File: src/sv/tcbd_pkg.sv
// Types and constants shared by the top-candidate bypass decider.
package tcbd_pkg;

   localparam int TOKEN_ID_BITS = 20;
   localparam int KEEP          = 5;
   localparam int SEEN_BITS     = 3;
   localparam int PROB_BITS     = 17;
   localparam int LOGIT_BITS    = 32;
   localparam int CSR_ADDR_BITS = 2;
   localparam int CSR_DATA_BITS = 31;
   localparam int EPS_BITS      = 17;
   localparam int THR_BITS      = 31;
   localparam int FACTOR_BITS   = 16;
   localparam int TAIL_BITS     = PROB_BITS + 2;
   localparam int PROD_BITS     = FACTOR_BITS + TAIL_BITS;

   localparam logic [CSR_ADDR_BITS-1:0] CSR_PROB_TIE_EPSILON       = 2'd0;
   localparam logic [CSR_ADDR_BITS-1:0] CSR_LOGIT_MARGIN_THRESHOLD = 2'd1;
   localparam logic [CSR_ADDR_BITS-1:0] CSR_TAIL_DOMINANCE_FACTOR  = 2'd2;

   localparam logic [EPS_BITS-1:0]    EPS_RESET    = 17'd1311;
   localparam logic [THR_BITS-1:0]    THR_RESET    = 31'd144179;
   localparam logic [FACTOR_BITS-1:0] FACTOR_RESET = 16'd333;

   localparam logic [2:0] REASON_NONE   = 3'd0;
   localparam logic [2:0] REASON_SINGLE = 3'd1;
   localparam logic [2:0] REASON_LOGIT  = 3'd2;
   localparam logic [2:0] REASON_TIE    = 3'd3;
   localparam logic [2:0] REASON_TAIL   = 3'd4;

   localparam logic signed [31:0] MARGIN_ONE = 32'sd65536;

   typedef struct packed {
      logic [TOKEN_ID_BITS-1:0]     token_id;
      logic signed [LOGIT_BITS-1:0] logit_value;
      logic [PROB_BITS-1:0]         probability;
      logic                         last_candidate;
   } req_payload_type;

   typedef struct packed {
      logic                  bypass;
      logic [2:0]            reason_code;
      logic signed [31:0]    margin;
      logic [TOKEN_ID_BITS-1:0] top_token;
   } rsp_payload_type;

   typedef struct packed {
      logic signed [LOGIT_BITS-1:0] logit;
      logic [PROB_BITS-1:0]         prob;
      logic [TOKEN_ID_BITS-1:0]     id;
   } entry_type;

   typedef struct packed {
      logic single;
      logic full;
   } set_info_type;

   typedef struct packed {
      logic [EPS_BITS-1:0]    eps;
      logic [THR_BITS-1:0]    thr;
      logic [FACTOR_BITS-1:0] factor;
   } cfg_type;

endpackage

File: src/sv/tcbd_topfive.sv
// Sorted store of the five highest-logit candidates with registered insertion.
module tcbd_topfive import tcbd_pkg::*; (
   input  logic                   clock,
   input  logic                   reset,
   input  logic                   ins_en,
   input  entry_type              cand,
   input  logic                   cand_last,
   output entry_type [KEEP-1:0]   best,
   output set_info_type           info
);

   entry_type [KEEP-1:0] best_ff, best_in;
   logic [SEEN_BITS-1:0] seen_ff, seen_in;
   set_info_type         info_ff, info_in;
   logic [KEEP-1:0]      gt;

   always_comb begin
      for (int i = 0; i < KEEP; i++) begin
         gt[i] = (SEEN_BITS'(i) < seen_ff) && (best_ff[i].logit >= cand.logit);
      end
      best_in[0] = gt[0] ? best_ff[0] : cand;
      for (int i = 1; i < KEEP; i++) begin
         if (gt[i]) begin
            best_in[i] = best_ff[i];
         end else if (gt[i-1]) begin
            best_in[i] = cand;
         end else begin
            best_in[i] = best_ff[i-1];
         end
      end
   end

   always_comb begin
      seen_in = seen_ff;
      info_in = info_ff;
      if (ins_en) begin
         info_in.single = (seen_ff == '0);
         info_in.full   = (seen_ff >= SEEN_BITS'(KEEP - 1));
         if (cand_last) begin
            seen_in = '0;
         end else if (seen_ff < SEEN_BITS'(KEEP)) begin
            seen_in = seen_ff + 1'b1;
         end
      end
   end

   always_ff @(posedge clock) begin
      if (reset) begin
         seen_ff <= '0;
      end else begin
         seen_ff <= seen_in;
      end
   end

   always_ff @(posedge clock) begin
      if (ins_en) begin
         best_ff <= best_in;
      end
      if (ins_en && cand_last) begin
         info_ff <= info_in;
      end
   end

   assign best = best_ff;
   assign info = info_ff;

endmodule

File: src/sv/tcbd_decide.sv
// Single-pass decision logic from the top five into the result register.
module tcbd_decide import tcbd_pkg::*; (
   input  logic                 clock,
   input  logic                 reset,
   input  logic                 in_valid,
   output logic                 in_ready,
   input  entry_type [KEEP-1:0] best,
   input  set_info_type         info,
   input  cfg_type              cfg,
   output logic                 rsp_valid,
   input  logic                 rsp_ready,
   output rsp_payload_type      rsp_data
);

   logic                         take;
   logic signed [LOGIT_BITS:0]   dl;
   logic signed [PROB_BITS:0]    dp;
   logic signed [PROB_BITS:0]    adp;
   logic [TAIL_BITS-1:0]         tail;
   logic [PROD_BITS-1:0]         prod;
   logic signed [TAIL_BITS:0]    tm_raw;
   logic signed [31:0]           dl_sat;
   logic signed [31:0]           dp_ext;
   logic signed [31:0]           tm_ext;
   logic                         logit_hit;
   logic                         tie_hit;
   logic                         tail_hit;

   logic                         rsp_valid_ff, rsp_valid_in;
   rsp_payload_type              rsp_data_ff, rsp_data_in;

   assign take     = !rsp_valid_ff || rsp_ready;
   assign in_ready = take;

   // differences, tail sum, product and compares
   always_comb begin
      dl        = {best[0].logit[LOGIT_BITS-1], best[0].logit}
                - {best[1].logit[LOGIT_BITS-1], best[1].logit};
      dp        = $signed({1'b0, best[0].prob}) - $signed({1'b0, best[1].prob});
      adp       = dp[PROB_BITS] ? -dp : dp;
      tail      = TAIL_BITS'(best[1].prob) + TAIL_BITS'(best[2].prob)
                + TAIL_BITS'(best[3].prob) + TAIL_BITS'(best[4].prob);
      prod      = PROD_BITS'(cfg.factor) * PROD_BITS'(tail);
      tm_raw    = $signed({3'b000, best[0].prob}) - $signed({1'b0, tail});
      logit_hit = dl > $signed({2'b00, cfg.thr});
      tie_hit   = (best[0].prob != '0) && (adp < $signed({1'b0, cfg.eps}));
      tail_hit  = info.full && (best[0].prob != '0)
                && (PROD_BITS'({best[0].prob, 8'h00}) > prod);
      if (dl[LOGIT_BITS] != dl[LOGIT_BITS-1]) begin
         dl_sat = dl[LOGIT_BITS] ? 32'sh8000_0000 : 32'sh7FFF_FFFF;
      end else begin
         dl_sat = dl[31:0];
      end
      dp_ext = 32'(dp);
      tm_ext = 32'(tm_raw);
   end

   // reason selection into the result register
   always_comb begin
      rsp_valid_in = take ? in_valid : rsp_valid_ff;
      rsp_data_in.top_token = best[0].id;
      priority if (info.single) begin
         rsp_data_in.bypass      = 1'b1;
         rsp_data_in.reason_code = REASON_SINGLE;
         rsp_data_in.margin      = MARGIN_ONE;
      end else if (logit_hit) begin
         rsp_data_in.bypass      = 1'b1;
         rsp_data_in.reason_code = REASON_LOGIT;
         rsp_data_in.margin      = dl_sat;
      end else if (tie_hit) begin
         rsp_data_in.bypass      = 1'b1;
         rsp_data_in.reason_code = REASON_TIE;
         rsp_data_in.margin      = dp_ext;
      end else if (tail_hit) begin
         rsp_data_in.bypass      = 1'b1;
         rsp_data_in.reason_code = REASON_TAIL;
         rsp_data_in.margin      = tm_ext;
      end else begin
         rsp_data_in.bypass      = 1'b0;
         rsp_data_in.reason_code = REASON_NONE;
         rsp_data_in.margin      = dp_ext;
      end
   end

   always_ff @(posedge clock) begin
      if (reset) begin
         rsp_valid_ff <= 1'b0;
      end else begin
         rsp_valid_ff <= rsp_valid_in;
      end
   end

   always_ff @(posedge clock) begin
      if (take && in_valid) begin
         rsp_data_ff <= rsp_data_in;
      end
   end

   assign rsp_valid = rsp_valid_ff;
   assign rsp_data  = rsp_data_ff;

endmodule

File: src/sv/top_candidate_bypass_decider.sv
// Top level of the top-candidate bypass decider.
// Candidates are taken at one per cycle while req_ready is high; each is
// compared against the five stored best logits in parallel and inserted by
// a compare-and-shift, which sets the rate. Accepting the transaction
// marked last_candidate completes the top five and sets a pending flag;
// rsp_valid rises as the result register takes the decision, which is plain
// combinational logic between the top-five store and the result register
// (differences, tail sum, one product, compares and reason selection).
// A new set may start in the cycle after a last candidate; input is held off
// only while a finished set waits on a result register that is full and not
// being taken, since any further candidate would alter the stored top five.
// Configuration: csr_addr 0 tie epsilon, 1 logit margin threshold,
// 2 tail dominance factor; other addresses are ignored.
module top_candidate_bypass_decider import tcbd_pkg::*; (
   input  logic                     clock,
   input  logic                     reset,
   input  logic                     req_valid,
   output logic                     req_ready,
   input  req_payload_type          req_data,
   output logic                     rsp_valid,
   input  logic                     rsp_ready,
   output rsp_payload_type          rsp_data,
   input  logic                     csr_we,
   input  logic [CSR_ADDR_BITS-1:0] csr_addr,
   input  logic [CSR_DATA_BITS-1:0] csr_wdata
);

   cfg_type              cfg_ff, cfg_in;
   logic                 pend_ff, pend_in;
   logic                 req_fire;
   logic                 dec_ready;
   entry_type            cand;
   entry_type [KEEP-1:0] best;
   set_info_type         info;

   assign req_ready = !pend_ff || dec_ready;
   assign req_fire  = req_valid && req_ready;

   assign cand.logit = req_data.logit_value;
   assign cand.prob  = req_data.probability;
   assign cand.id    = req_data.token_id;

   always_comb begin
      cfg_in = cfg_ff;
      if (csr_we) begin
         unique case (csr_addr)
            CSR_PROB_TIE_EPSILON:       cfg_in.eps    = csr_wdata[EPS_BITS-1:0];
            CSR_LOGIT_MARGIN_THRESHOLD: cfg_in.thr    = csr_wdata[THR_BITS-1:0];
            CSR_TAIL_DOMINANCE_FACTOR:  cfg_in.factor = csr_wdata[FACTOR_BITS-1:0];
            default:                    cfg_in = cfg_ff;
         endcase
      end
   end

   always_comb begin
      if (req_fire && req_data.last_candidate) begin
         pend_in = 1'b1;
      end else if (dec_ready) begin
         pend_in = 1'b0;
      end else begin
         pend_in = pend_ff;
      end
   end

   always_ff @(posedge clock) begin
      if (reset) begin
         cfg_ff.eps    <= EPS_RESET;
         cfg_ff.thr    <= THR_RESET;
         cfg_ff.factor <= FACTOR_RESET;
         pend_ff       <= 1'b0;
      end else begin
         cfg_ff  <= cfg_in;
         pend_ff <= pend_in;
      end
   end

   tcbd_topfive u_topfive (
      .clock     (clock),
      .reset     (reset),
      .ins_en    (req_fire),
      .cand      (cand),
      .cand_last (req_data.last_candidate),
      .best      (best),
      .info      (info)
   );

   tcbd_decide u_decide (
      .clock     (clock),
      .reset     (reset),
      .in_valid  (pend_ff),
      .in_ready  (dec_ready),
      .best      (best),
      .info      (info),
      .cfg       (cfg_ff),
      .rsp_valid (rsp_valid),
      .rsp_ready (rsp_ready),
      .rsp_data  (rsp_data)
   );

endmodule
File: config.mk
export PLATFORM = sky130hd
export DESIGN_NAME = top_candidate_bypass_decider
export DESIGN_NICKNAME = d
export VERILOG_FILES = /design/src/sv/tcbd_pkg.sv /design/src/sv/tcbd_topfive.sv /design/src/sv/tcbd_decide.sv /design/src/sv/top_candidate_bypass_decider.sv
export SDC_FILE = /design/constraint.sdc
export NUM_CORES = 2
export LEC_CHECK = 0
export ABC_AREA = 1
export BUFFER_PORTS_ARGS = -buffer_cell sky130_fd_sc_hd__buf_2
export CELL_PAD_IN_SITES_DETAIL_PLACEMENT = 0
export CELL_PAD_IN_SITES_GLOBAL_PLACEMENT = 1
export CORE_MARGIN = 5
export CORE_UTILIZATION = 38
export CTS_BUF_LIST = sky130_fd_sc_hd__clkbuf_16
export DETAILED_ROUTE_END_ITERATION = 7
export PLACE_DENSITY_LB_ADDON = 0.1
export SYNTH_ARGS = -nofsm -noshare
export SYNTH_HDL_FRONTEND = slang
export SYNTH_SLANG_ARGS = --single-unit
File: constraint.sdc
create_clock -name clock -period 12.8 [get_ports clock]
set_input_delay 0.64 -clock clock [delete_from_list [all_inputs] [get_ports clock]]
set_output_delay 0.64 -clock clock [all_outputs]
set_load 0.005 [all_outputs]
* Word level (Yosys, flattened, before mapping)
Cells that the tools add are included.
** Word-level totals
- Register bits after elaboration :: 452
- Input port bits :: 108
- Logic and storage cells :: 104
** Cells by class
- Add/sub/neg operators :: 8
- Multipliers :: 1
- Order comparisons :: 15
- Equal/unequal tests :: 3
- Mux-type cells :: 14
- Bitwise operators :: 5
- Reduce and logical (&&, ||, !) cells :: 31
** Operators by type and width (number)
- 2-to-1 mux 69 bit :: 4
- greater-or-equal comparator 32 bit :: 5
- 2-to-1 mux 34 bit :: 2
- 2-to-1 mux 32 bit :: 2
- adder 19 x 17 -> 19 bit :: 2
- 2-to-1 mux 36 bit :: 1
- greater-than comparator 25 x 35 -> 1 bit :: 1
- multiplier 16 x 19 -> 35 bit :: 1
- greater-than comparator 33 x 32 -> 1 bit :: 1
- subtractor 32 x 32 -> 33 bit :: 1
- AND reduction 2 bit :: 10
- subtractor 17 x 19 -> 20 bit :: 1
- adder 17 x 17 -> 18 bit :: 1
- < comparator 18 bit :: 1
- 2-to-1 mux 18 bit :: 1
- negation 18 bit :: 1
- subtractor 17 x 17 -> 18 bit :: 1
- nonzero test 17 bit :: 1
- logical AND 1 bit :: 11
- < comparator 1 x 3 -> 1 bit (first input constant) :: 2
- < comparator 2 x 3 -> 1 bit (first input constant) :: 2
- 2-to-1 mux 3 bit :: 2
- NOT 1 bit :: 5
- nonzero test 2 bit :: 2
- 13 further kinds :: 16

* Logic depth before layout (Yosys ltp)
- Depth after elaboration :: 9
- Depth in mapped cells :: 63
- Gate-level depth less buffers :: 62

* Modules after synthesis
From an unflattened synthesis, not the netlist that was laid out.
** Unflattened totals
- Cell total of the unflattened synthesis :: 5321
- Area, all modules :: 42331.8 um2
** By module, submodules not included
- tcbd_decide :: instances 1, cells an instance 3057, area an instance 21276.7 um2, sequential area each 1701.6 um2
- tcbd_topfive :: instances 1, cells an instance 1887, area an instance 18411.4 um2, sequential area each 10480.1 um2
- top_candidate_bypass_decider :: instances 1, cells an instance 377, area an instance 2643.8 um2, sequential area each 1301.2 um2

* Least setup slack after synthesis
Ideal clock, no wire load.
- Path type :: register to register
- From :: register u_topfive.best_ff (netlist bit u_topfive.best[89])
- To :: register u_decide.rsp_data_ff (netlist bit u_decide.rsp_data[42]) (data pin)
- Setup time :: 0.279 ns
- Arrival :: 10.022 ns
- Required time :: 12.521 ns
- Slack :: 2.499 ns
- Stages on the path, launching flop included :: 61
- Path buffers :: 2
- Clock period less this slack :: 10.301 ns
- Path through :: edfxtp_1 ha_1 fa_1 a21oi_1 o21ai_0 nand2_1 a21oi_1 o21ai_0 nand2_1 nand2_1 o21ai_0 nand2_1 nand2_1 a21oi_1 xor2_1 fa_1 inv_1 ha_1 [... 25 more ...] xor2_1 ha_1 nand2_1 nor2_1 nand3_1 nor2_1 nand3_1 nand3_1 nand2_1 nand2_1 nand2_1 nor2_1 nand2_1 nor2_4 nand3_1 nand3_4 buf_6 a21oi_2
** On the way
- Longest elaborated chain between the ends :: 9
** RTL lines
- start, declared :: line tcbd_topfive.sv:12 : entry_type [KEEP-1:0] best_ff, best_in;
- start signal, assigned :: line tcbd_topfive.sv:57 : best_ff <= best_in;
- adder 17 x 17 -> 18 bit :: line tcbd_decide.sv:41 : tail = TAIL_BITS'(best[1].prob) + TAIL_BITS'(best[2].prob)
- adder 19 x 17 -> 19 bit (2 in a row) :: line tcbd_decide.sv:42 : + TAIL_BITS'(best[3].prob) + TAIL_BITS'(best[4].prob);
- multiplier 16 x 19 -> 35 bit :: line tcbd_decide.sv:43 : prod = PROD_BITS'(cfg.factor) * PROD_BITS'(tail);
- greater-than comparator 25 x 35 -> 1 bit :: line tcbd_decide.sv:48 : && (PROD_BITS'({best[0].prob, 8'h00}) > prod);
- logical AND 1 bit :: line tcbd_decide.sv:48
- 2-to-1 mux 36 bit :: line tcbd_decide.sv:74 : end else if (tail_hit) begin
- 2-to-1 mux 34 bit * :: line tcbd_decide.sv:70 : end else if (tie_hit) begin
- 2-to-1 mux 34 bit * :: line tcbd_decide.sv:66 : end else if (logit_hit) begin
- end signal, assigned :: line tcbd_decide.sv:95 : rsp_data_ff <= rsp_data_in;
- end, declared :: line tcbd_decide.sv:30 : rsp_payload_type rsp_data_ff, rsp_data_in;
Mark *: on every way between the ends. The rest lies on a longest branch, timed or not.
A chain may end at the register's enable or synchronous reset.

* Final worst setup path
- From :: register u_topfive.best_ff (netlist bit u_topfive.best[89])
- To :: register u_decide.rsp_data_ff (netlist bit u_decide.rsp_data[51]) (data pin)
Same word-level chain as after synthesis.

==> results.md <==
- Result of the run: complete, no violations
- Number of instances on the worst hold path: 1
- CP max stage cell: fa_1
- Vertical die dimension: 325 µm
- Sequential cell area fraction in the yosys report: 29.5%
- Remaining global-route overflow: 0
- Data arrival time at the worst-slack endpoint: 12,340 ps
- F_max: 83.5 MHz
- Launching point of the worst reg2reg path: u_topfive.best[89]
- Final setup fails: 0
- Insertion delay to the later sink of the worst-skew pair: 640 ps
- Final critical delay including setup and external delays: 11,970 ps
- DP Worst Slack: 706 ps
- Most used cell along the critical path: nand2_1
- Die boundary width: 325 µm
- Leading cell type in the layout, fill and taps excluded: nand2_1
- Critical Path Start Type: flop
- Number of antenna violations at the first check in global routing: 1
- Buffers added on ports: 165
- Delay of the slowest cell on the worst path: 570 ps
- Die Area: 105,000 µm²
- WL final: 129,000 µm
- Pins over their slew limit: 0
- Synth Area per Inst: 8.01 µm²
- R2R Path End: u_decide.rsp_data[51]
- Post-DP Area: 40,000 µm²
- Required time at the worst-slack endpoint: 13,170 ps
- Number of register bits inferred by synthesis: 392
- Setup repair after global routing missed its margin: false
- DRC violation total after the first TritonRoute iteration: 2,027
- Post-Syn Area: 37,600 µm²
- Clk pin slew, worst setup/hold paths: 60 ps
- Avg WL per Cell: 20.9 µm
- Worst-case clock skew: 41.2 ps
- Max_cap viols: 0
- Highest-count cells in the layout ignoring fill and taps: 1,297 x nand2_1, 796 x inv_1, 435 x ha_1, 323 x edfxtp_1, 293 x a21oi_1
- Total CTS buffers: 51
- Global-route wire length before repair: 198,000 µm
- Cts-stage hold buffer count: 0
- Io pins: 166
- Slew at the pin with the worst max-slew slack: 1050 ps
- Count of cell types in the netlist: 58
- Top post-synthesis cells by area: edfxtp_1 26%, ha_1 14%, fa_1 14%
- Clk buf depth: 3
- Worst-case hold path end point: u_topfive.best[13]
- Max FO, Critical Path: 13
- Post-route DRC violation count: 0
- Remaining max-slew budget at the tightest pin: 29.6%
- Area leader, netlist: edfxtp_1
- Rows: 115
- Count of nets after finishing: 5,653
- Relative area change from synthesis to final layout: 11.2%
- Hold path startpoint: req_data[63]
- Total count of hold-check failures in the final report: 0
- Met3 wire len: 4730 µm
- Share of layout cells above drive strength 1: 7.82%
- Largest net degree at the start of global routing: 63
- Met1 layer wirelength in the final routing: 57,800 µm
- Register-to-register setup slack: 830 ps
- Post-synthesis net count: 5,496
- Proportion of netlist area held by the largest area contributor: 25.8%
- Worst Setup Path Type: reg -> reg
- Detailed-route via count: 31.1k
- Clock root buffer: clkbuf_16
- Count of flip-flops with a built-in enable after synthesis: 323
- Count of nets left with antenna violations after detail routing: 0
- Via count of the first global-routing pass: 31.8k
- Via-to-Cell Ratio: 5.02
- Warnings, synthesis: 0
- CORE AREA: 98,300 µm²
- R2R depth: 54
- Clock sink count: 392
- Total routing usage reported by global routing: 24.3%
- Category of the worst setup path capture point: flop
- Total met2 wirelength after detailed routing: 63,600 µm
- TritonCTS clock tree: done
- Final weighted congestion in routability-driven placement: 0.900
- Router iterations before antenna repair: 5
- Setup TNS: 0 ps
- Async SR Flop Fraction: 0%
- Highest layer used for signal routing: met5
- Gate Count Post-Synth: 4,695
- Fin worst setup slack: 828 ps
- Hold crit path type: in -> reg
- Starting utilization of the core area: 38.3%
- Commonest register cell after synthesis: edfxtp_1
- Ant diodes: 0
- Detail Placement HPWL: 104,000 µm
- Finished Cell Area: 41,800 µm²
- H-tree depth reported by CTS: 2
- Share of the cycle needed by the critical path after routing: 93.5%
[worst max-delay path, delay by kind of cell, from the launching register on]
kind,cells,cell delay (ps)
DFF,1,490
adders and majority gates,12,5250
buffers and inverters,5,490
and+or+nand+nor,25,3660
AOI/OAI and AO/OA,10,1440
xor gates and xnor gates,2,320
[area by class of cell]
cell class	instances	area [µm²]
Multi-Input combinational cell	3379	23100
Tap cell	1287	1610
Sequential cell	392	11100
Timing Repair Buffer	214	1190
Inverter	814	3070
Fill cell	10300	56500
Clock inverter	44	479
Clock buffer	52	1300
[cells in the mapped netlist (8+ instances only)]
master,number
a211oi_1,8
a21o_1,9
or2_2,10
fa_1,258
nor3_1,32
nand3b_1,11
o21ai_0,241
nand4_1,35
nand3_1,181
edfxtp_1,323
nor4_1,16
nand2_2,15
inv_1,792
nand2_1,1301
a21oi_2,12
nor2_1,288
o21bai_1,16
ha_1,435
xor2_1,68
o211ai_1,26
clkbuf_1,90
xnor2_1,35
nor2_2,10
a21oi_1,295
dfxtp_1,69
a31oi_1,17
clkinv_1,16
[metal layers]
layer  GRT usage, %  vias to the layer above
met1           32.3                    14900
met2           43.3                      601
li1               -                    15400
met3           2.46                      120
met5              0                        -
met4           5.07                        2
[worst max-delay path by stage]
stage / cells past startpoint / to / slack, ps / startpoint
after floorplan: 60 / u_decide.rsp_data[42] / 2500 / u_topfive.best[89]
after global placement: 58 / u_decide.rsp_data[39] / 750 / u_topfive.best[89]
after detailed placement: 56 / u_decide.rsp_data[40] / 710 / u_topfive.best[89]
after CTS: 56 / u_decide.rsp_data[40] / 690 / u_topfive.best[89]
after global routing: 58 / u_decide.rsp_data[51] / 20 / u_topfive.best[89]
final: 54 / u_decide.rsp_data[51] / 830 / u_topfive.best[89]
[flip-flops by register name (all words and copies together), names as in the netlist]
name / flops
u_decide.rsp_valid: 1
u_topfive.seen_ff: 3
u_topfive.best: 265
pend_ff: 1
u_decide.rsp_data: 56
u_topfive.info: 2
cfg_ff: 64
[per-stage QoR]
step / hold WS (ps) / std cells / util [%]
2_1_floorplan: 400 / 4695 / -
3_3_place_gp: 400 / 6078 / 40.7
3_5_place_dp: 405 / 6078 / 40.7
4_1_cts: 125 / 6174 / 42.5
5_1_grt: 140 / 6182 / 42.5
6_report: 179 / 6182 / 42.5
[logic make-up (layout without fill, tap and decap cells)]
group / Yosys count / in the layout / share of synthesized area [%]
and+or+nand+nor: 1925 / 1925 / 21.0
adders and majority gates: 693 / 693 / 28.2
xor gates and xnor gates: 104 / 104 / 2.44
AOI/OAI and AO/OA: 657 / 657 / 9.57
buffers and inverters: 924 / 1124 / 9.34
DFF: 392 / 392 / 29.5
[repair_timing]
| item | in CTS | in global routing |
|---|---|---|
| endpoints found under the hold margin | 0 | 0 |
| endpoints found under the setup margin | 0 | 31 |
| buffers inserted | 0 | 8 |
| gates resized for setup | 0 | 4 |
Power is left out: the tool's default activity adds up to more than one toggle a clock period on the data nets, which glitch-free logic cannot reach.
